===== src/rtl/core/hfmtw_pkg.sv =====
// shared types and constants for the huffman tree-walk decoder
package hfmtw_pkg;

  localparam int NODE_W     = 9;
  localparam int CHILD_W    = 10;
  localparam int BYTE_W     = 8;
  localparam int BIT_CNT_W  = 4;
  localparam int TOTAL_W    = 32;
  localparam int CFG_IDX_W  = 2;
  localparam int CFG_DATA_W = 32;

  localparam logic [NODE_W-1:0]  ROOT_RESET = 9'd510;
  localparam logic [CHILD_W-1:0] CHILD_NONE = 10'h3FF;
  localparam logic [BIT_CNT_W-1:0] BITS_PER_BYTE = 4'd8;

  typedef enum logic [1:0] {
    OP_LOAD    = 2'd0,
    OP_DECODE  = 2'd1,
    OP_RESTART = 2'd2
  } opcode_t;

  typedef enum logic [CFG_IDX_W-1:0] {
    REG_ROOT  = 2'd0,
    REG_TOTAL = 2'd1
  } cfg_reg_t;

  typedef enum logic [2:0] {
    ST_IDLE,
    ST_TEST,
    ST_STEP,
    ST_CHECK,
    ST_FLUSH
  } walk_state_t;

  typedef struct packed {
    logic [CHILD_W-1:0] left;
    logic [CHILD_W-1:0] right;
  } node_entry_t;

  typedef struct packed {
    logic clear;
    logic inc;
  } cnt_ctrl_t;

  typedef struct packed {
    logic ended;
    logic hit;
  } cnt_stat_t;

endpackage


===== src/rtl/core/hfmtw_sym_count.sv =====
// saturating symbol counter with end-of-stream compare
module hfmtw_sym_count
  import hfmtw_pkg::*;
#(
  parameter int COUNT_WIDTH = 32
) (
  input  logic               clk,
  input  logic               rst,
  input  cnt_ctrl_t          ctrl,
  input  logic [TOTAL_W-1:0] total,
  output cnt_stat_t          stat
);

  localparam int CMP_W = (COUNT_WIDTH > TOTAL_W) ? COUNT_WIDTH : TOTAL_W;

  logic [COUNT_WIDTH-1:0] count;
  logic [COUNT_WIDTH-1:0] count_next;
  logic [COUNT_WIDTH-1:0] count_inc;

  always_comb begin
    count_inc = (count == '1) ? count : count + 1'b1;
    if (ctrl.clear) begin
      count_next = '0;
    end else if (ctrl.inc) begin
      count_next = count_inc;
    end else begin
      count_next = count;
    end
  end

  assign stat.ended = CMP_W'(count) >= CMP_W'(total);
  assign stat.hit   = CMP_W'(count_inc) == CMP_W'(total);

  always_ff @(posedge clk) begin
    if (rst) begin
      count <= '0;
    end else begin
      count <= count_next;
    end
  end

endmodule


===== config.mk =====
export PLATFORM = sky130hd
export DESIGN_NAME = hfmtw_sym_count
export DESIGN_NICKNAME = d
export VERILOG_FILES = /design/src/rtl/core/hfmtw_pkg.sv /design/src/rtl/core/hfmtw_sym_count.sv
export SDC_FILE = /design/constraint.sdc
export NUM_CORES = 1
export LEC_CHECK = 0
export CAP_MARGIN = 10
export CELL_PAD_IN_SITES_DETAIL_PLACEMENT = 2
export CELL_PAD_IN_SITES_GLOBAL_PLACEMENT = 2
export CORE_AREA = 2 2 114 116
export CTS_CLUSTER_SIZE = 25
export DETAILED_ROUTE_END_ITERATION = 8
export DIE_AREA = 0 0 116 118
export DONT_BUFFER_PORTS = 1
export PLACE_DENSITY_LB_ADDON = 0.1
export REMOVE_ABC_BUFFERS = 1
export SLEW_MARGIN = 20
export SYNTH_ARGS = -nofsm -noshare
export SYNTH_HDL_FRONTEND = slang
export SYNTH_SLANG_ARGS = --single-unit
export TNS_END_PERCENT = 100

===== constraint.sdc =====
create_clock -name clk -period 4.79 [get_ports clk]
set_input_delay 0.958 -clock clk [delete_from_list [all_inputs] [get_ports clk]]
set_output_delay 0.958 -clock clk [all_outputs]
set_load 0.005 [all_outputs]

==> results of run 1 <==
metrics by stage:
stage	power (uW)	util, %
6_report	672	29.7
5_1_grt	707	29.7
4_1_cts	691	29.7
3_5_place_dp	347	28.5
3_3_place_gp	346	28.5
2_1_floorplan	324	-
synthesized netlist by cell type, drive strengths merged, types with 13 or more instances:
cell | instances | area, um2
a21oi | 23 | 115
clkbuf | 13 | 61.3
dfxtp | 32 | 641
ha | 33 | 413
inv | 33 | 124
nand2 | 31 | 116
nand3 | 25 | 150
nand4 | 21 | 161
nor2 | 37 | 139
o21ai | 18 | 90.1
xnor2 | 35 | 314
xor2 | 32 | 280
metal layers:
| metal | vias to the layer above | track usage (%) | share of wire, % |
|---|---|---|---|
| li1 | 1536 | - | - |
| met1 | 1531 | 24.5 | 47 |
| met2 | 36 | 31.8 | 50 |
| met3 | 8 | 2.73 | 2.6 |
| met4 | 0 | 3.79 | 1.1 |
| met5 | - | 0 | 0 |
path summary, 6_finish.rpt:
kind / end / slack (ps)
worst min-delay path: count[1] / 550
worst max-delay path: stat[0] / 240
worst max register to register: count[29] / 2070
worst min register to register: count[1] / 550
critical path, cell delays in order, from the launching register on:
cell     delay (ps)
dfxtp_1         470
nand4_1         290
or4_1           640
o311a_2         410
and3_4          200
xnor2_2         120
or4_1           480
or3_1           340
nor4_2          360
kinds of logic after synthesis:
kind of cell    count (synthesis)  synth area share (%)
flops                          32                  18.8
buf+inv                        51                  7.13
compound gates                 74                  14.0
fa+ha+maj                      33                  12.1
simple gates                  174                  29.0
mux                             5                  1.47
xor+xnor                       67                  17.5
cell type report:
class,instances,area share [%]
clock buffer,8,3.97
tap,172,5.84
timing repair buffer,5,1.02
sequential,32,17.4
inverter,33,3.36
multi-input combinational,353,68.4
power by group through the flow:
stage          Combinational (uW)  Clock (uW)  Sequential, uW
3_5_place_dp                 73.3           0             274
3_3_place_gp                 72.5           0             273
2_1_floorplan                51.1           0             273
6_report                     71.6         333             268
4_1_cts                      74.1         349             268
5_1_grt                      81.4         358             268
==> impl_table.tex, run 1 <==
\begin{tabular}{lr}
\hline
Metric & Value \\
\hline
\multicolumn{2}{l}{\textbf{Status}} \\
Outcome & finished, final reports clean \\
\multicolumn{2}{l}{\textbf{Floorplanning}} \\
Die W & approximately 120 um \\
Die footprint & 13700 um2 \\
Die outline height & 118 um \\
Area of the core & 12400 um2 \\
Row count & 41 \\
Starting density of the core & 27.4\% \\
IO Pins & 38 \\
\multicolumn{2}{l}{\textbf{Clocking}} \\
Depth of the CTS H-tree & 2 \\
Worst-Skew Late Latency & 280 ps \\
Clock sinks & 32 \\
CTS hold repair buffers & 0 \\
Root buffer selected by CTS & clkbuf\_16 \\
Total setup buffers inserted after CTS & 0 \\
Post\_cts resized & 0 \\
Number of buffers created by CTS & 5 \\
TritonCTS clock tree & yes \\
Clock Tree Buf Depth & 2 \\
Clock slew seen by the registers of the worst setup and hold paths & 60 ps \\
\multicolumn{2}{l}{\textbf{Critical path}} \\
Peak fanout along the critical path & 8 \\
Sort of element at the start of the critical path & register \\
Count of cells along the worst register-to-register path & 8 \\
Startpoint of the worst-slack reg-to-reg timing path & count[0] \\
Start point of the critical path & count[28] \\
Endpoint arrival time on the critical path & 3590 ps \\
Worst setup EP type & primary output \\
Worst Setup Path Type & register to primary output \\
Required @ worst endpoint & $\sim$3800 ps \\
\multicolumn{2}{l}{\textbf{Detailed routing}} \\
Post-route antenna net violation count & 0 \\
Routed vias & 3111 \\
Sum of routed wire length over all layers & 12200 um \\
Routed WL per cell & between 20 and 25 um \\
DRC & 0 \\
1st-pass router iterations & 4 \\
Average via count per standard cell & 5.16 \\
First-iteration detailed-routing DRC count & 85 \\
\multicolumn{2}{l}{\textbf{STA}} \\
Period utilization & around 95\% \\
Slew headroom & a little over half \\
Count of endpoints failing hold in the final timing report & 0 \\
Transition time at the pin with the least slew margin & 711 ps \\
Final setup violation count & 0 \\
Setup Total Neg Slack & 0 ps \\
Worst hold slack & 546 ps \\
Minimum clock period after layout & between 4000 and 5000 ps \\
Worst setup slack after layout & 237 ps \\
Total count of max-transition violations in the final report & 0 \\
Unrepaired setup endpoints after global routing & false \\
Fmax achieved & 220 MHz \\
Layout Skew & 5.49 ps \\
\multicolumn{2}{l}{\textbf{Logic synthesis}} \\
Number of synthesis warnings & 0 \\
Count of different cell masters after synthesis & 62 \\
Synthesized cell area & 3400 um2 \\
Sequential cell area fraction in the yosys report & 18.8\% \\
Main flop type after synthesis & dfxtp\_1 \\
Number of cells produced by synthesis & roughly 440 \\
EDFF count, synth & 0 \\
Post-Synthesis Mean Instance Area & 7.81 um2 \\
Flop and latch count out of synthesis & 32 \\
Proportion of register bits with asynchronous set or reset after synthesis & 0\% \\
\multicolumn{2}{l}{\textbf{Finish}} \\
Post-route insts no fill & 603 \\
Most frequent cells in the layout & nor2\_1, xnor2\_1, inv\_1, ha\_1 \\
Fillcell total & roughly 1.5k \\
Net count, final & 499 \\
Leading registers by flop count & count x32 \\
Growth of design area from synthesis to finish & 8.23\% \\
Multi-input logic area & 2520 um2 \\
Leading cell type in the layout, fill and taps excluded & nor2\_1 \\
Max FFs per register & 32 \\
Most flop-heavy register & count \\
Layout cell share with drive strength beyond 1 & between 7 and 8\% \\
Antenna fix cells & 0 \\
Post-route design area & approximately 3700 um2 \\
Area taken by flip-flops and latches & 641 um2 \\
\multicolumn{2}{l}{\textbf{Place}} \\
Weighted congestion reported at the end of routability-driven placement & 0.785 \\
Inst Count DP & 595 \\
Worst slack after detailed placement & 511 ps \\
Detailed placer's ending HPWL & roughly 10000 um \\
Area after DPL & 3540 um2 \\
Number of I/O port buffers & 0 \\
\multicolumn{2}{l}{\textbf{Power}} \\
P\_leak & about 0.0015 uW \\
Internal power summed over all cells & around 500 uW \\
Worst IR drop on VDD & 0.117 mV \\
Reg power frac & 39.8\% \\
Clock network fraction of design power & between 40\% and 50\% \\
Power density over cell area & between 150 and 200 nW/um2 \\
Switching share of total power & 25.1\% \\
Part of the power in combinational logic & 10.7\% \\
Net Switching & 169 uW \\
\multicolumn{2}{l}{\textbf{Min path}} \\
Startpoint of the most critical hold path & count[1] \\
Path class of the lowest-slack min-delay path & register to register \\
Cell depth of the worst min-delay path & 2 \\
\multicolumn{2}{l}{\textbf{GRT}} \\
Global-route wire length before repair & roughly 19000 um \\
Antenna violations before repair & 0 \\
Number of global-route vias before repair & $\sim$3.3k \\
Total congestion overflow & 0 \\
Largest net degree at the start of global routing & 33 \\
Global-route total usage across every layer & approximately 19\% \\
\multicolumn{2}{l}{\textbf{Flow run}} \\
Max Cap Violations & 0 \\
\hline
\end{tabular}
Power figures use the tool's default switching activity.
==> run 2, diff against run 1 <==
--- a/config.mk
+++ b/config.mk
@@ -8,10 +8,10 @@
 export CAP_MARGIN = 10
 export CELL_PAD_IN_SITES_DETAIL_PLACEMENT = 2
 export CELL_PAD_IN_SITES_GLOBAL_PLACEMENT = 2
-export CORE_AREA = 2 2 114 116
+export CORE_AREA = 2 2 98 100
 export CTS_CLUSTER_SIZE = 25
 export DETAILED_ROUTE_END_ITERATION = 8
-export DIE_AREA = 0 0 116 118
+export DIE_AREA = 0 0 100 102
 export DONT_BUFFER_PORTS = 1
 export PLACE_DENSITY_LB_ADDON = 0.1
 export REMOVE_ABC_BUFFERS = 1
==> run 2 against run 1 <==
Against the previous run: maximum frequency down 0.16%; via count up 1.4%; hold slack worse by 7.9 ps; first-iteration DRC count up 18%; clock power down 31%; largest cell class unchanged.
==> impl_table.tex, run 2 (same netlist as run 1, synthesis figures left out) <==
\begin{tabular}{lr}
\hline
Metric & Value \\
\hline
\multicolumn{2}{l}{\textbf{Flow run}} \\
Max Cap Violations & 0 (unchanged) \\
\multicolumn{2}{l}{\textbf{Clocking}} \\
CTS hold repair buffers & 0 (unchanged) \\
Post\_cts resized & 0 (unchanged) \\
Depth of the CTS H-tree & 2 (unchanged) \\
Number of buffers created by CTS & 5 (unchanged) \\
Worst-Skew Late Latency & 290 ps (about the same) \\
Total setup buffers inserted after CTS & 0 (unchanged) \\
TritonCTS clock tree & yes \\
Clock Tree Buf Depth & 2 (unchanged) \\
Root buffer selected by CTS & clkbuf\_8 \\
Clock slew seen by the registers of the worst setup and hold paths & 70 ps (about the same) \\
Clock sinks & 32 (unchanged) \\
\multicolumn{2}{l}{\textbf{Finish}} \\
Leading cell type in the layout, fill and taps excluded & nor2\_1 \\
Most flop-heavy register & count \\
Area taken by flip-flops and latches & 641 um2 (unchanged) \\
Leading registers by flop count & count x32 \\
Growth of design area from synthesis to finish & 4.56\% \\
Net count, final & 500 (+0.20\%) \\
Most frequent cells in the layout & nor2\_1, xnor2\_1, inv\_1, ha\_1 \\
Max FFs per register & 32 (unchanged) \\
Multi-input logic area & 2520 um2 (unchanged) \\
Post-route design area & 3560 um2 (-3.4\%) \\
Fillcell total & 1101 (-25\%) \\
Core occupancy in the finished layout & 39.1\% (+9.4 points) \\
Layout cell share with drive strength beyond 1 & 7.87\% (+0.21 points) \\
Post-route insts no fill & 543 (-10\%) \\
Antenna fix cells & 0 (unchanged) \\
\multicolumn{2}{l}{\textbf{Floorplanning}} \\
Area of the core & 9110 um2 (-27\%) \\
Die outline height & 102 um (-14\%) \\
Die footprint & 10200 um2 (-25\%) \\
Row count & 35 (-15\%) \\
Die W & 100 um (-14\%) \\
Starting density of the core & 37.4\% (+10 points) \\
IO Pins & 38 (unchanged) \\
\multicolumn{2}{l}{\textbf{Status}} \\
Outcome & finished, final reports clean \\
\multicolumn{2}{l}{\textbf{Place}} \\
Weighted congestion reported at the end of routability-driven placement & 0.907 (+15\%) \\
Area after DPL & 3470 um2 (-1.9\%) \\
Detailed placer's ending HPWL & 9330 um (-6.9\%) \\
Inst Count DP & 535 (-10\%) \\
Number of I/O port buffers & 0 (unchanged) \\
\multicolumn{2}{l}{\textbf{GRT}} \\
Largest net degree at the start of global routing & 33 (unchanged) \\
Routing usage on met2 & 43.7\% (+12 points) \\
Global routing usage on met1 & 30.5\% (+5.9 points) \\
Met3 Resource Use GR & 3.08\% (+0.35 points) \\
Global-route wire length before repair & 18700 um (-3.1\%) \\
Global route hottest layer & met2 \\
Global-route total usage across every layer & 23.9\% (+5.4 points) \\
Total congestion overflow & 0 (unchanged) \\
Antenna violations before repair & 0 (unchanged) \\
Number of global-route vias before repair & 3370 (+1.3\%) \\
\multicolumn{2}{l}{\textbf{STA}} \\
Final setup violation count & 0 (unchanged) \\
Total count of max-transition violations in the final report & 0 (unchanged) \\
Slew headroom & 53.3\% (+0.63 points) \\
Fmax achieved & 219 MHz (-0.16\%) \\
Minimum clock period after layout & 4560 ps (+7.14 ps) \\
Setup Total Neg Slack & 0 ps (unchanged) \\
Unrepaired setup endpoints after global routing & false \\
Layout Skew & 2.92 ps (-2.57 ps) \\
Count of endpoints failing hold in the final timing report & 0 (unchanged) \\
Period utilization & 95.2\% (+0.15 points) \\
Transition time at the pin with the least slew margin & 701 ps (-9.41 ps) \\
\multicolumn{2}{l}{\textbf{Detailed routing}} \\
1st-pass router iterations & 4 (unchanged) \\
Routed vias & 3153 (+1.4\%) \\
Post-route antenna net violation count & 0 (unchanged) \\
Average via count per standard cell & 5.81 (+13\%) \\
Sum of routed wire length over all layers & 11600 um (-4.8\%) \\
First-iteration detailed-routing DRC count & 100 (+18\%) \\
Routed WL per cell & 21.4 um (+5.8\%) \\
DRC & 0 (unchanged) \\
\multicolumn{2}{l}{\textbf{Min path}} \\
Path class of the lowest-slack min-delay path & register to register \\
Cell depth of the worst min-delay path & 2 (unchanged) \\
\multicolumn{2}{l}{\textbf{Critical path}} \\
Worst setup EP type & primary output \\
Worst Setup Path Type & register to primary output \\
Count of cells along the worst register-to-register path & 8 (unchanged) \\
Peak fanout along the critical path & 8 (unchanged) \\
Endpoint arrival time on the critical path & 3600 ps (about the same) \\
Sort of element at the start of the critical path & register \\
Required @ worst endpoint & 3830 ps (about the same) \\
\multicolumn{2}{l}{\textbf{Power}} \\
Power density over cell area & 160 nW/um2 (-12\%) \\
Worst IR drop on VDD & 0.102 mV (-13\%) \\
P\_leak & 0.00146 uW (-1.4\%) \\
\hline
\end{tabular}
-- run 2: through the flow --
| stage | hold slack (ps) | setup WS (ps) | total power (uW) |
|---|---|---|---|
| floorplan | 489 | 878 | 324 |
| global placement | 514 | 624 | 343 |
| detailed placement | 529 | 557 | 345 |
| CTS | 540 | 202 | 580 |
| global route | 581 | 34.0 | 597 |
| finish | 539 | 230 | 569 |
-- run 2: area by class of cell --
type / instances / share of cell area [%]
tap: 111 / 3.90
timing repair buffer: 6 / 1.27
multi-input combinational: 353 / 70.8
sequential: 32 / 18.0
clock buffer: 8 / 2.53
inverter: 33 / 3.48
-- run 2: worst paths after layout --
| kind | startpoint | to | slack [ps] |
|---|---|---|---|
| worst max-delay path | count[25] | stat[0] | 230 |
| worst min-delay path | count[1] | count[1] | 540 |
| worst max register to register | count[1] | count[18] | 2060 |
| worst min register to register | count[1] | count[1] | 540 |
-- run 2: worst max-delay path, cell delays in order (launching register included) --
cell,delay (ps)
dfxtp_1,490
nand4_1,270
or4_1,640
o311a_2,420
and3_4,210
xnor2_2,130
or4_1,470
or3_1,330
nor4_2,370
-- run 2: per-layer routing --
metal	part of all wire [%]	up-vias	routed length [um]
met2	50	43	5780
met1	46	1561	5310
met4	0.56	0	65
li1	-	1544	-
met3	3.9	5	450
met5	0	-	0
-- run 2: power by group --
| part | switching (uW) | internal, uW | leakage, uW |
|---|---|---|---|
| Clock | 113 | 118 | 0.0000455 |
| Sequential | 0.821 | 266 | 0.000258 |
| Combinational | 42.6 | 28.7 | 0.00116 |
| Total | 156 | 413 | 0.00146 |
