**src/rtl/core/hfmtw_pkg.sv**
```systemverilog
// shared types and constants for the huffman tree-walk decoder
package hfmtw_pkg;

  localparam int NODE_W     = 9;
  localparam int CHILD_W    = 10;
  localparam int BYTE_W     = 8;
  localparam int BIT_CNT_W  = 4;
  localparam int TOTAL_W    = 32;
  localparam int CFG_IDX_W  = 2;
  localparam int CFG_DATA_W = 32;

  localparam logic [NODE_W-1:0]  ROOT_RESET = 9'd510;
  localparam logic [CHILD_W-1:0] CHILD_NONE = 10'h3FF;
  localparam logic [BIT_CNT_W-1:0] BITS_PER_BYTE = 4'd8;

  typedef enum logic [1:0] {
    OP_LOAD    = 2'd0,
    OP_DECODE  = 2'd1,
    OP_RESTART = 2'd2
  } opcode_t;

  typedef enum logic [CFG_IDX_W-1:0] {
    REG_ROOT  = 2'd0,
    REG_TOTAL = 2'd1
  } cfg_reg_t;

  typedef enum logic [2:0] {
    ST_IDLE,
    ST_TEST,
    ST_STEP,
    ST_CHECK,
    ST_FLUSH
  } walk_state_t;

  typedef struct packed {
    logic [CHILD_W-1:0] left;
    logic [CHILD_W-1:0] right;
  } node_entry_t;

  typedef struct packed {
    logic clear;
    logic inc;
  } cnt_ctrl_t;

  typedef struct packed {
    logic ended;
    logic hit;
  } cnt_stat_t;

endpackage

```
**src/rtl/core/hfmtw_walk_ctrl.sv**
```systemverilog
// walk sequencer: one code bit at a time through the node memory, symbol buffering
module hfmtw_walk_ctrl
  import hfmtw_pkg::*;
#(
  parameter int NODE_COUNT = 511
) (
  input  logic               clk,
  input  logic               rst,
  input  logic               in_valid,
  output logic               in_ready,
  input  logic [1:0]         opcode,
  input  logic [BYTE_W-1:0]  code_byte,
  input  logic [NODE_W-1:0]  root,
  output logic               rd_en,
  output logic [NODE_W-1:0]  rd_addr,
  input  node_entry_t        rd_entry,
  output cnt_ctrl_t          cnt_ctrl,
  input  cnt_stat_t          cnt_stat,
  output logic               out_valid,
  input  logic               out_ready,
  output logic [BYTE_W-1:0]  symbol,
  output logic               last,
  output logic               stream_done
);

  walk_state_t state;
  walk_state_t state_next;

  logic [NODE_W-1:0]    cursor;
  logic [BYTE_W-1:0]    bits;
  logic [BIT_CNT_W-1:0] bit_cnt;
  logic                 pend_valid;
  logic [BYTE_W-1:0]    pend_sym;
  logic                 pend_done;

  logic               take;
  logic               start_decode;
  logic               restart;
  logic [CHILD_W-1:0] child_sel;
  logic               child_bad;
  logic               cursor_bad;
  logic               is_leaf;
  logic               out_free;
  logic               bits_left;
  logic               skip_bit;
  logic               emit;
  logic               pend_to_out;
  logic               consume_bit;

  assign take         = in_valid && in_ready;
  assign start_decode = take && (opcode == OP_DECODE);
  assign restart      = take && (opcode == OP_RESTART);
  assign child_sel    = bits[BYTE_W-1] ? rd_entry.right : rd_entry.left;
  assign child_bad    = child_sel[CHILD_W-1] ||
                        (child_sel[NODE_W-1:0] >= NODE_W'(NODE_COUNT));
  assign cursor_bad   = cursor >= NODE_W'(NODE_COUNT);
  assign is_leaf      = (rd_entry.left == CHILD_NONE) && (rd_entry.right == CHILD_NONE);
  assign out_free     = !out_valid || out_ready;
  assign bits_left    = !cnt_stat.ended && (bit_cnt != '0);

  // next state
  always_comb begin
    state_next = state;
    case (state)
      ST_IDLE: begin
        if (start_decode) begin
          state_next = ST_TEST;
        end
      end
      ST_TEST: begin
        if (!bits_left) begin
          state_next = ST_FLUSH;
        end else if (!cursor_bad) begin
          state_next = ST_STEP;
        end
      end
      ST_STEP: begin
        state_next = child_bad ? ST_TEST : ST_CHECK;
      end
      ST_CHECK: begin
        if (!(is_leaf && pend_valid && !out_free)) begin
          state_next = ST_TEST;
        end
      end
      ST_FLUSH: begin
        if (!(pend_valid && !out_free)) begin
          state_next = ST_IDLE;
        end
      end
      default: state_next = ST_IDLE;
    endcase
  end

  // outputs and datapath controls
  always_comb begin
    in_ready    = 1'b0;
    rd_en       = 1'b0;
    rd_addr     = cursor;
    skip_bit    = 1'b0;
    emit        = 1'b0;
    pend_to_out = 1'b0;
    consume_bit = 1'b0;
    case (state)
      ST_IDLE: begin
        in_ready = 1'b1;
      end
      ST_TEST: begin
        if (bits_left && cursor_bad) begin
          skip_bit    = 1'b1;
          consume_bit = 1'b1;
        end else if (bits_left) begin
          rd_en = 1'b1;
        end
      end
      ST_STEP: begin
        consume_bit = 1'b1;
        rd_addr     = child_sel[NODE_W-1:0];
        rd_en       = !child_bad;
      end
      ST_CHECK: begin
        emit        = is_leaf && (!pend_valid || out_free);
        pend_to_out = emit && pend_valid;
      end
      ST_FLUSH: begin
        pend_to_out = pend_valid && out_free;
      end
      default: begin
        in_ready = 1'b0;
      end
    endcase
  end

  assign cnt_ctrl.clear = restart;
  assign cnt_ctrl.inc   = emit;

  always_ff @(posedge clk) begin
    if (rst) begin
      state      <= ST_IDLE;
      cursor     <= ROOT_RESET;
      bit_cnt    <= '0;
      pend_valid <= 1'b0;
      out_valid  <= 1'b0;
    end else begin
      state <= state_next;
      if (restart || skip_bit || emit || (state == ST_STEP && child_bad)) begin
        cursor <= root;
      end else if (state == ST_STEP) begin
        cursor <= child_sel[NODE_W-1:0];
      end
      if (start_decode) begin
        bit_cnt <= BITS_PER_BYTE;
      end else if (consume_bit) begin
        bit_cnt <= bit_cnt - 1'b1;
      end
      if (emit) begin
        pend_valid <= 1'b1;
      end else if (pend_to_out) begin
        pend_valid <= 1'b0;
      end
      if (pend_to_out) begin
        out_valid <= 1'b1;
      end else if (out_ready) begin
        out_valid <= 1'b0;
      end
    end
  end

  always_ff @(posedge clk) begin
    if (start_decode) begin
      bits <= code_byte;
    end else if (consume_bit) begin
      bits <= {bits[BYTE_W-2:0], 1'b0};
    end
    if (emit) begin
      pend_sym  <= cursor[BYTE_W-1:0];
      pend_done <= cnt_stat.hit;
    end
    if (pend_to_out) begin
      symbol      <= pend_sym;
      stream_done <= pend_done;
      last        <= (state == ST_FLUSH);
    end
  end

  // a held symbol must be delivered before the block goes idle
  a_idle_no_pend: assert property (@(posedge clk) disable iff (rst)
    (state == ST_IDLE) |-> !pend_valid)
    else $error("symbol still held in idle");

  // a new leaf with a blocked output waits in place
  a_leaf_waits: assert property (@(posedge clk) disable iff (rst)
    (state == ST_CHECK && is_leaf && pend_valid && !out_free) |=> (state == ST_CHECK))
    else $error("leaf left before output slot freed");

  // a node entry is evaluated only after its read was issued
  a_step_after_read: assert property (@(posedge clk) disable iff (rst)
    (state == ST_STEP || (state == ST_CHECK && $past(state) != ST_CHECK)) |-> $past(rd_en))
    else $error("node entry used without a read");

endmodule

```
**config.mk**
```make
export PLATFORM = sky130hd
export DESIGN_NAME = hfmtw_walk_ctrl
export DESIGN_NICKNAME = d
export VERILOG_FILES = /design/src/rtl/core/hfmtw_pkg.sv /design/src/rtl/core/hfmtw_walk_ctrl.sv
export SDC_FILE = /design/constraint.sdc
export NUM_CORES = 1
export LEC_CHECK = 0
export ABC_CLOCK_PERIOD_IN_PS = 6300
export BUFFER_PORTS_ARGS = -buffer_cell sky130_fd_sc_hd__buf_4
export CORE_ASPECT_RATIO = 1.1
export CORE_MARGIN = 2
export CORE_UTILIZATION = 54
export CTS_CLUSTER_SIZE = 8
export DETAILED_ROUTE_END_ITERATION = 10
export PLACE_DENSITY = 0.84
export SLEW_MARGIN = 40
export SYNTH_ARGS = -nofsm -noshare
export SYNTH_HDL_FRONTEND = slang
export SYNTH_SLANG_ARGS = --single-unit
```
**constraint.sdc**
```tcl
create_clock -name clk -period 6.3 [get_ports clk]
set_clock_uncertainty 0.1 [all_clocks]
set_input_delay 1.26 -clock clk [delete_from_list [all_inputs] [get_ports clk]]
set_output_delay 1.26 -clock clk [all_outputs]
set_load 0.05 [all_outputs]
```
==> results.toml, run 1 <==
[synth]
syn_inst = 208
syn_area_um2 = 2140
synthFlopType = "edfxtp_1"
synth.distinct_cells = 44
synth_area_leader_cell = "edfxtp_1"
netlist_top_cells_area = "edfxtp_1, dfxtp_1, mux2i_1"
synth_common_cells = "nand2_1, edfxtp_1, nor2_1"
yosys_warnings = 0
async_flop_share = 0
yosysSeqAreaShare = 0.547
synth_edf_count = 27
synth.avg_cell_area_um2 = 10.3
ys_ff_latch = 45
netlist.area_leader.share = 0.379
synth_most_common_cell = "nand2_1"
syn-num-nets = 254

[critical_path]
worstSetupEndpointType = "primary output"
critPathSlowestCell = "nor4_1"
r2r_end = "symbol[2]$_DFFE_PP_"
slowest_delay_ns = 0.49
r2r-start = "state[0]$_SDFFE_PP0P_"
startpoint_type = "primary input"
required_ns = 4.94
arrival_ns = 2.80
crit_path_max_fanout = 10
critPathKind = "primary input to primary output"
reg2regPathDepth = 5
crit_top_cell = "buf_4"
regToRegSetupSlack_ns = 3.89
crit_chain = "buf_4, nand4_1, nor4_1, nand3_1, inv_1, buf_4"

[worst_hold_path]
min_path_cells = 0
hold-path-endpoint = "symbol[0]$_DFFE_PP_"
hold_path.class = "register to register"
min_from = "pend_sym[0]$_DFFE_PP_"

[timing]
relSlewSlack = 0.496
rsz0062_at_grt = "false"
fin_crit_ns = 4.16
min_period_over_period = 0.661
finalHoldViolations = 0
setup_viol = 0
finalSetupTns_ns = 0
tightestPinTransition_ns = 0.753
drv_slew = 0
fmax_mhz = 240

[layout]
drive_above_1_share = 0.313
area_growth_pct = 28.6
antenna_cells = 0
nets = 317
fillers = 291
final_cells = 324

[cts]
cts_made_buffers = 5
holdBufCountCts = 0
cts_resized = 0
clk_pin_slew_ns = 0.08
cts_tree = "built"
cts.sinks = 45
cts.path.max_buffers = 2
cts_setup_buffers = 0
h-tree-depth = 2
root_buffer = "clkbuf_8"
insertion_delay_ns = 0.30

[placement]
gp_congestion = 0.843
port_buffers = 68
dpl.hpwl_mm = 3.48
placedCellCount = 316

[run]
drv_cap = 0

[grt]
grt_pass1_vias = 1730
track_usage = 0.222
antenna_found_initial = 0
grt_pass1_wl_mm = 7.67
gr-total-overflow = 0
grt_max_degree = 30

[die]
start_util = 0.553
core.rowCount = 24
die_y_um = 70.0
core_um2 = 3870
dieArea_um2 = 4480
io_pins = 69
fp.dieW_um = 64.0

[power_and_ir_drop]
p_per_area_nw_per_um2 = 280
vdd_ir_drop_max_mv = 0.209
finalPower_mw = 0.770
leakagePower_nw = 1.21

[route]
vias = 1785
ant_nets = 0
drt_iter0_drc = 113
drt_pass1_iterations = 4
wire_per_inst_um = 14.0
drc_errors = 0
drt-total-wl_mm = 4.53
avgViaCountPerCell = 5.51

[run_status]
status = "finished clean"
per-stage QoR:
step / cell area [um2] / hold slack, ns / setup WS [ns] / util
after floorplan: 2140 / 0.300 / 2.48 / -
after global placement: 2640 / 0.301 / 2.29 / 0.682
after detailed placement: 2640 / 0.305 / 2.18 / 0.682
after CTS: 2750 / 0.324 / 2.16 / 0.711
after global routing: 2750 / 0.328 / 1.97 / 0.711
final: 2750 / 0.323 / 2.14 / 0.711
kinds of logic after synthesis:
logic type | after synthesis | synth area share
fa+ha+maj | 1 | 0.00584
buf+inv | 20 | 0.0479
compound gates | 30 | 0.104
flops | 45 | 0.547
simple gates | 92 | 0.202
xor+xnor | 1 | 0.00409
mux | 19 | 0.0894
cell usage in the layout (no fill, tap or decap), drive strengths merged, types with 2 or more instances in the layout:
cell type   n
a21oi       5
edfxtp     27
nor3        4
clkbuf      5
dfxtp      18
mux2i      18
a2111oi     2
nand4       4
nand4b      2
nand2b      2
nor2       23
nor2b       3
nand3       4
nand2      40
o21ai      12
or3         3
a31oi       2
buf        68
inv         8
state kept, by name, summed over array words and instances (netlist names), 3 cells and up:
name      flops
cursor        9
symbol        8
state         3
bit_cnt       4
bits          8
pend_sym      8
critical path: cells and delay by family:
kind / cells / cell delay (ns)
buffers and inverters: 3 / 0.70
AND/OR/NAND/NOR: 3 / 0.83
report_power, final:
group	switching (mW)	leakage [nW]	internal (mW)
Clock	0.0944	0.0518	0.117
Sequential	0.0228	0.389	0.333
Combinational	0.122	0.768	0.0813
Total	0.239	1.21	0.531
layout make-up:
type / count / area, um2 / area share
tap: 52 / 65.1 / 0.0236
multi-input combinational: 143 / 867 / 0.315
sequential: 45 / 1170 / 0.425
clock inverter: 3 / 41.3 / 0.0150
timing repair buffer: 68 / 510 / 0.185
clock buffer: 5 / 68.8 / 0.0250
inverter: 8 / 30.0 / 0.0109
worst max path at each step:
stage,from,end,slack [ns],cells past startpoint
floorplan,rd_entry[1],rd_addr[1],2.48,2
global placement,rd_entry[5],cnt_ctrl[0],2.29,6
detailed placement,rd_entry[5],cnt_ctrl[0],2.18,6
CTS,rd_entry[5],cnt_ctrl[0],2.16,6
global route,rd_entry[5],cnt_ctrl[0],1.97,6
finish,rd_entry[5],cnt_ctrl[0],2.14,6
routing by layer:
metal | GRT usage | share of wire | up-vias
met4 | 0.111 | 0.032 | 0
met1 | 0.268 | 0.39 | 842
met2 | 0.372 | 0.51 | 72
li1 | - | - | 859
met3 | 0.0499 | 0.068 | 12
met5 | 0 | 0 | -
No activity file was read; power rests on OpenSTA's default activity.
==> run 2, diff against run 1 <==
- ABC_CLOCK_PERIOD_IN_PS: 6300 -> 3600
- CORE_UTILIZATION: 54 -> 45
- PLACE_DENSITY: 0.84 -> 0.75
- clock period: 6.3 -> 3.6 ns (I/O delays scaled with it)
==> run 2 against run 1 <==
Effect of this change:
- wire length is 7.9% higher
- utilization is 12 points lower
- clock-buffer cell count stayed put
- largest cell class unchanged
- clock power is 47% higher
- highest routed layer unchanged
- combinational power is 78% higher
- critical path type unchanged
==> results.toml, run 2 (synthesized netlist as in run 1, its figures left out) <==
[die]
fp.dieW_um = 69.8
die_y_um = 76.3
core.rowCount = 26
core_um2 = 4620
io_pins = 69
start_util = 0.463
dieArea_um2 = 5330

[critical_path]
crit_chain = "buf_4, nand4_1, nor4_1, nand3_1, inv_1, buf_4"
worstSetupEndpointType = "primary output"
startpoint_type = "primary input"
required_ns = 2.78
crit_start = "rd_entry[5]"
cp.depth = 6
reg2regPathDepth = 5
path_delay_family = "simple AND/OR/NAND/NOR gates"
crit_top_cell = "buf_4"
critPathSlowestCell = "nor4_1"
arrival_ns = 2.22
critPathKind = "primary input to primary output"
path_buf_inv = 3
slowest_delay_ns = 0.46
crit_path_max_fanout = 10
r2r-start = "state[0]$_SDFFE_PP0P_"

[layout]
antenna_cells = 0
largest_reg_flops = 9
drive_above_1_share = 0.319
final_cells = 329
fin_util = 0.595
area_growth_pct = 28.3
final_cell_mix = "buf_4, nand2_1, edfxtp_1"
top_register = "cursor"
nets = 318
layout_commonest_cell = "buf_4"

[timing]
finalSetupTns_ns = 0
fmax_mhz = 329
relSlewSlack = 0.458
setup_ws_ns = 0.558
drv_slew = 0
rsz0062_at_grt = "false"
tightestPinTransition_ns = 0.810
min_period_over_period = 0.845
setup_viol = 0
finalHoldViolations = 0
fin_crit_ns = 3.04

[cts]
cts_tree = "built"
cts_resized = 0
cts_setup_buffers = 0
cts.path.max_buffers = 2
holdBufCountCts = 0
cts_made_buffers = 5
h-tree-depth = 2
cts.sinks = 45
clk_pin_slew_ns = 0.08
insertion_delay_ns = 0.29
root_buffer = "clkbuf_8"

[worst_hold_path]
min_path_cells = 0
hold_path.class = "register to register"
min_from = "pend_done$_DFFE_PP_"

[power_and_ir_drop]
finalPower_mw = 1.29
leakagePower_nw = 1.20
vdd_ir_drop_max_mv = 0.288
p_per_area_nw_per_um2 = 470

[route]
avgViaCountPerCell = 5.19
vias = 1707
ant_nets = 0
drc_errors = 0
drt_iter0_drc = 149
drt-total-wl_mm = 4.89
wire_per_inst_um = 14.9
drt_pass1_iterations = 4

[grt]
grt_max_degree = 30
antenna_found_initial = 0
gr-total-overflow = 0
track_usage = 0.194
grt_pass1_wl_mm = 8.21
grt_pass1_vias = 1686

[placement]
dpl.hpwl_mm = 3.80
port_buffers = 68
gp_congestion = 0.903
dp_slack_ns = 0.568
placedCellCount = 321

[run]
drv_cap = 0

[run_status]
status = "finished clean"
## run 2: cell count changes in the layout (fill, tap and decap cells not counted)
cell | before | now
clkinv_1 | 1 | 0
bufinv_16 | 1 | 0
buf_4 | 68 | 69
clkinvlp_4 | 1 | 3
## run 2: final cells by class
cell class | count | area, um2
tap | 56 | 70.1
sequential | 45 | 1170
inverter | 8 | 30.0
clock buffer | 5 | 68.8
clock inverter | 3 | 22.5
timing repair buffer | 69 | 518
fill | 427 | 1870
multi-input combinational | 143 | 867
## run 2: layer usage
layer  routed length, um  GRT usage
met5                   0          0
met4                 103     0.0692
met3                 224     0.0357
met2                2520      0.340
met1                2040      0.237
## run 2: metrics by stage
| step | cell area [um2] | hold slack (ns) |
|---|---|---|
| 2_1_floorplan | 2140 | 0.300 |
| 3_3_place_gp | 2660 | 0.301 |
| 3_5_place_dp | 2660 | 0.305 |
| 4_1_cts | 2750 | 0.325 |
| 5_1_grt | 2750 | 0.344 |
| 6_report | 2750 | 0.323 |
## run 2: final timing paths
path	slack (ns)	to
setup / recovery	0.56	cnt_ctrl[0]
setup reg to reg	1.19	stream_done$_DFFE_PP_
hold reg to reg	0.32	stream_done$_DFFE_PP_
hold / removal	0.32	stream_done$_DFFE_PP_
## run 2: power by group
group	internal [mW]	switching (mW)
Combinational	0.144	0.218
Clock	0.136	0.174
Sequential	0.582	0.0385
==> run 3, diff against run 2 <==
- ABC_CLOCK_PERIOD_IN_PS: 3600 -> 2700
- clock period: 3.6 -> 2.7 ns (I/O delays scaled with it)
==> run 3 against run 2 <==
Effect of this change:
- register-to-register slack got worse by 0.51 ns
- sequential cell count unchanged
- clock power up 95%
- final cell count rose by 1.8%
- hold slack lost 0.0017 ns
- sequential share of layout area shrank 1.6 points
- sequential power grew 34%
- combinational power up 36%
- critical path depth decreased by 3
- critical path type is now register to primary output
- highest routed layer unchanged
==> results.toml, run 3 (synthesized netlist as in run 1, its figures left out) <==
[timing]
rsz0062_at_grt = "false"
fin_crit_ns = 2.51
hold_slack_ns = 0.321
tightestPinTransition_ns = 0.549
relSlewSlack = 0.634
fmax_mhz = 398
setup_viol = 0
finalHoldViolations = 0
drv_slew = 0
setup_ws_ns = 0.190
min_period_over_period = 0.930

[worst_hold_path]
min_from = "pend_sym[2]$_DFFE_PP_"
hold-path-endpoint = "symbol[2]$_DFFE_PP_"
min_path_cells = 0
hold_path.class = "register to register"

[grt]
grt_max_degree = 30
grt_pass1_wl_mm = 7.96
track_usage = 0.186
antenna_found_initial = 0
grt_pass1_vias = 1669
gr-total-overflow = 0

[die]
dieArea_um2 = 5330
core_um2 = 4620
fp.dieW_um = 69.8
start_util = 0.463
die_y_um = 76.3
io_pins = 69
core.rowCount = 26

[cts]
cts_resized = 0
cts_made_buffers = 5
root_buffer = "clkbuf_8"
cts_tree = "built"
clk_pin_slew_ns = 0.09
cts_setup_buffers = 0
cts.sinks = 45
holdBufCountCts = 0
insertion_delay_ns = 0.30
cts.path.max_buffers = 2
h-tree-depth = 2

[placement]
dpl.hpwl_mm = 3.63
port_buffers = 68
dp_slack_ns = 0.263
gp_congestion = 0.851
placedCellCount = 327

[run]
drv_cap = 0

[route]
vias = 1728
wl_met1_mm = 2.07
wire_per_inst_um = 14.2
drt_iter0_drc = 103
drt_pass1_iterations = 4
drt-total-wl_mm = 4.75
routed.top_layer = "met4"
dr_wl_met3_um = 261
met2WireLength_mm = 2.33
avgViaCountPerCell = 5.16
ant_nets = 0
drc_errors = 0

[layout]
layout_commonest_cell = "buf_4"
largest_reg_flops = 9
drive_above_1_share = 0.341
nets = 324
top_register = "cursor"
final_cells = 335
final_cell_mix = "buf_4, nand2_1, edfxtp_1"
area_growth_pct = 33.3
antenna_cells = 0

[critical_path]
r2r_end = "cursor[3]$_SDFF_PP1_"
crit_path_max_fanout = 19
crit_chain = "or3b_4, o21ai_0, buf_4"
startpoint_type = "register"
path_delay_family = "simple AND/OR/NAND/NOR gates"
critPathSlowestCell = "or3b_4"
path_buf_inv = 1
reg2regPathDepth = 4
critPathKind = "register to primary output"
worstSetupEndpointType = "primary output"
arrival_ns = 1.87
regToRegSetupSlack_ns = 0.68
r2r-start = "state[2]$_SDFFE_PP0P_"
required_ns = 2.06
slowest_delay_ns = 0.56

[power_and_ir_drop]
finalPower_mw = 1.93
p_sw_mw = 0.580
p_seq_frac = 0.431
vdd_ir_drop_max_mv = 0.430
pwr-share-clk = 0.313
p_per_area_nw_per_um2 = 676
sw_frac_of_total = 0.301
leakagePower_nw = 1.27
p_int_mw = 1.35
combPwrFrac = 0.256

[run_status]
status = "finished clean"
-- run 3: changes by cell type in the layout (fill, tap and decap cells not counted), sizes merged --
cell	delta
clkinvlp	-3
inv	+1
buf	+6
bufinv	+2
-- run 3: worst max-delay path by stage --
stage / start / to / depth (start not counted)
after floorplan: state[2]$_SDFFE_PP0P_ / rd_addr[1] / 4
after global placement: rd_entry[5] / rd_en / 7
after detailed placement: rd_entry[5] / rd_en / 7
after CTS: state[2]$_SDFFE_PP0P_ / rd_addr[2] / 3
after global routing: state[0]$_SDFFE_PP0P_ / cnt_ctrl[0] / 5
final: state[2]$_SDFFE_PP0P_ / rd_addr[2] / 3
-- run 3: power groups by stage --
stage | Sequential [mW] | Combinational (mW) | Clock [mW]
6_report | 0.832 | 0.493 | 0.604
3_3_place_gp | 0.844 | 0.485 | 0
3_5_place_dp | 0.844 | 0.490 | 0
4_1_cts | 0.829 | 0.493 | 0.611
2_1_floorplan | 0.819 | 0.363 | 0
5_1_grt | 0.838 | 0.530 | 0.651
-- run 3: routing by layer --
metal | vias up | GRT usage
met5 | - | 0
met4 | 0 | 0.0673
met3 | 8 | 0.0463
met2 | 61 | 0.310
met1 | 790 | 0.234
li1 | 869 | -
-- run 3: area by class of cell --
| cell class | instances | area [um2] |
|---|---|---|
| multi-input cells | 143 | 881 |
| fillers | 403 | 1770 |
| clock inverters | 3 | 68.8 |
| well taps | 56 | 70.1 |
| repair buffers | 75 | 563 |
| flip-flops and latches | 45 | 1170 |
| clock buffers | 5 | 68.8 |
| inverters | 8 | 30.0 |
-- run 3: per-stage QoR --
step | setup TNS (ns) | instance area [um2] | utilization
2_1_floorplan | -0.878 | 2150 | -
3_3_place_gp | 0 | 2710 | 0.586
3_5_place_dp | 0 | 2710 | 0.586
4_1_cts | 0 | 2840 | 0.616
5_1_grt | 0 | 2850 | 0.618
6_report | 0 | 2850 | 0.618
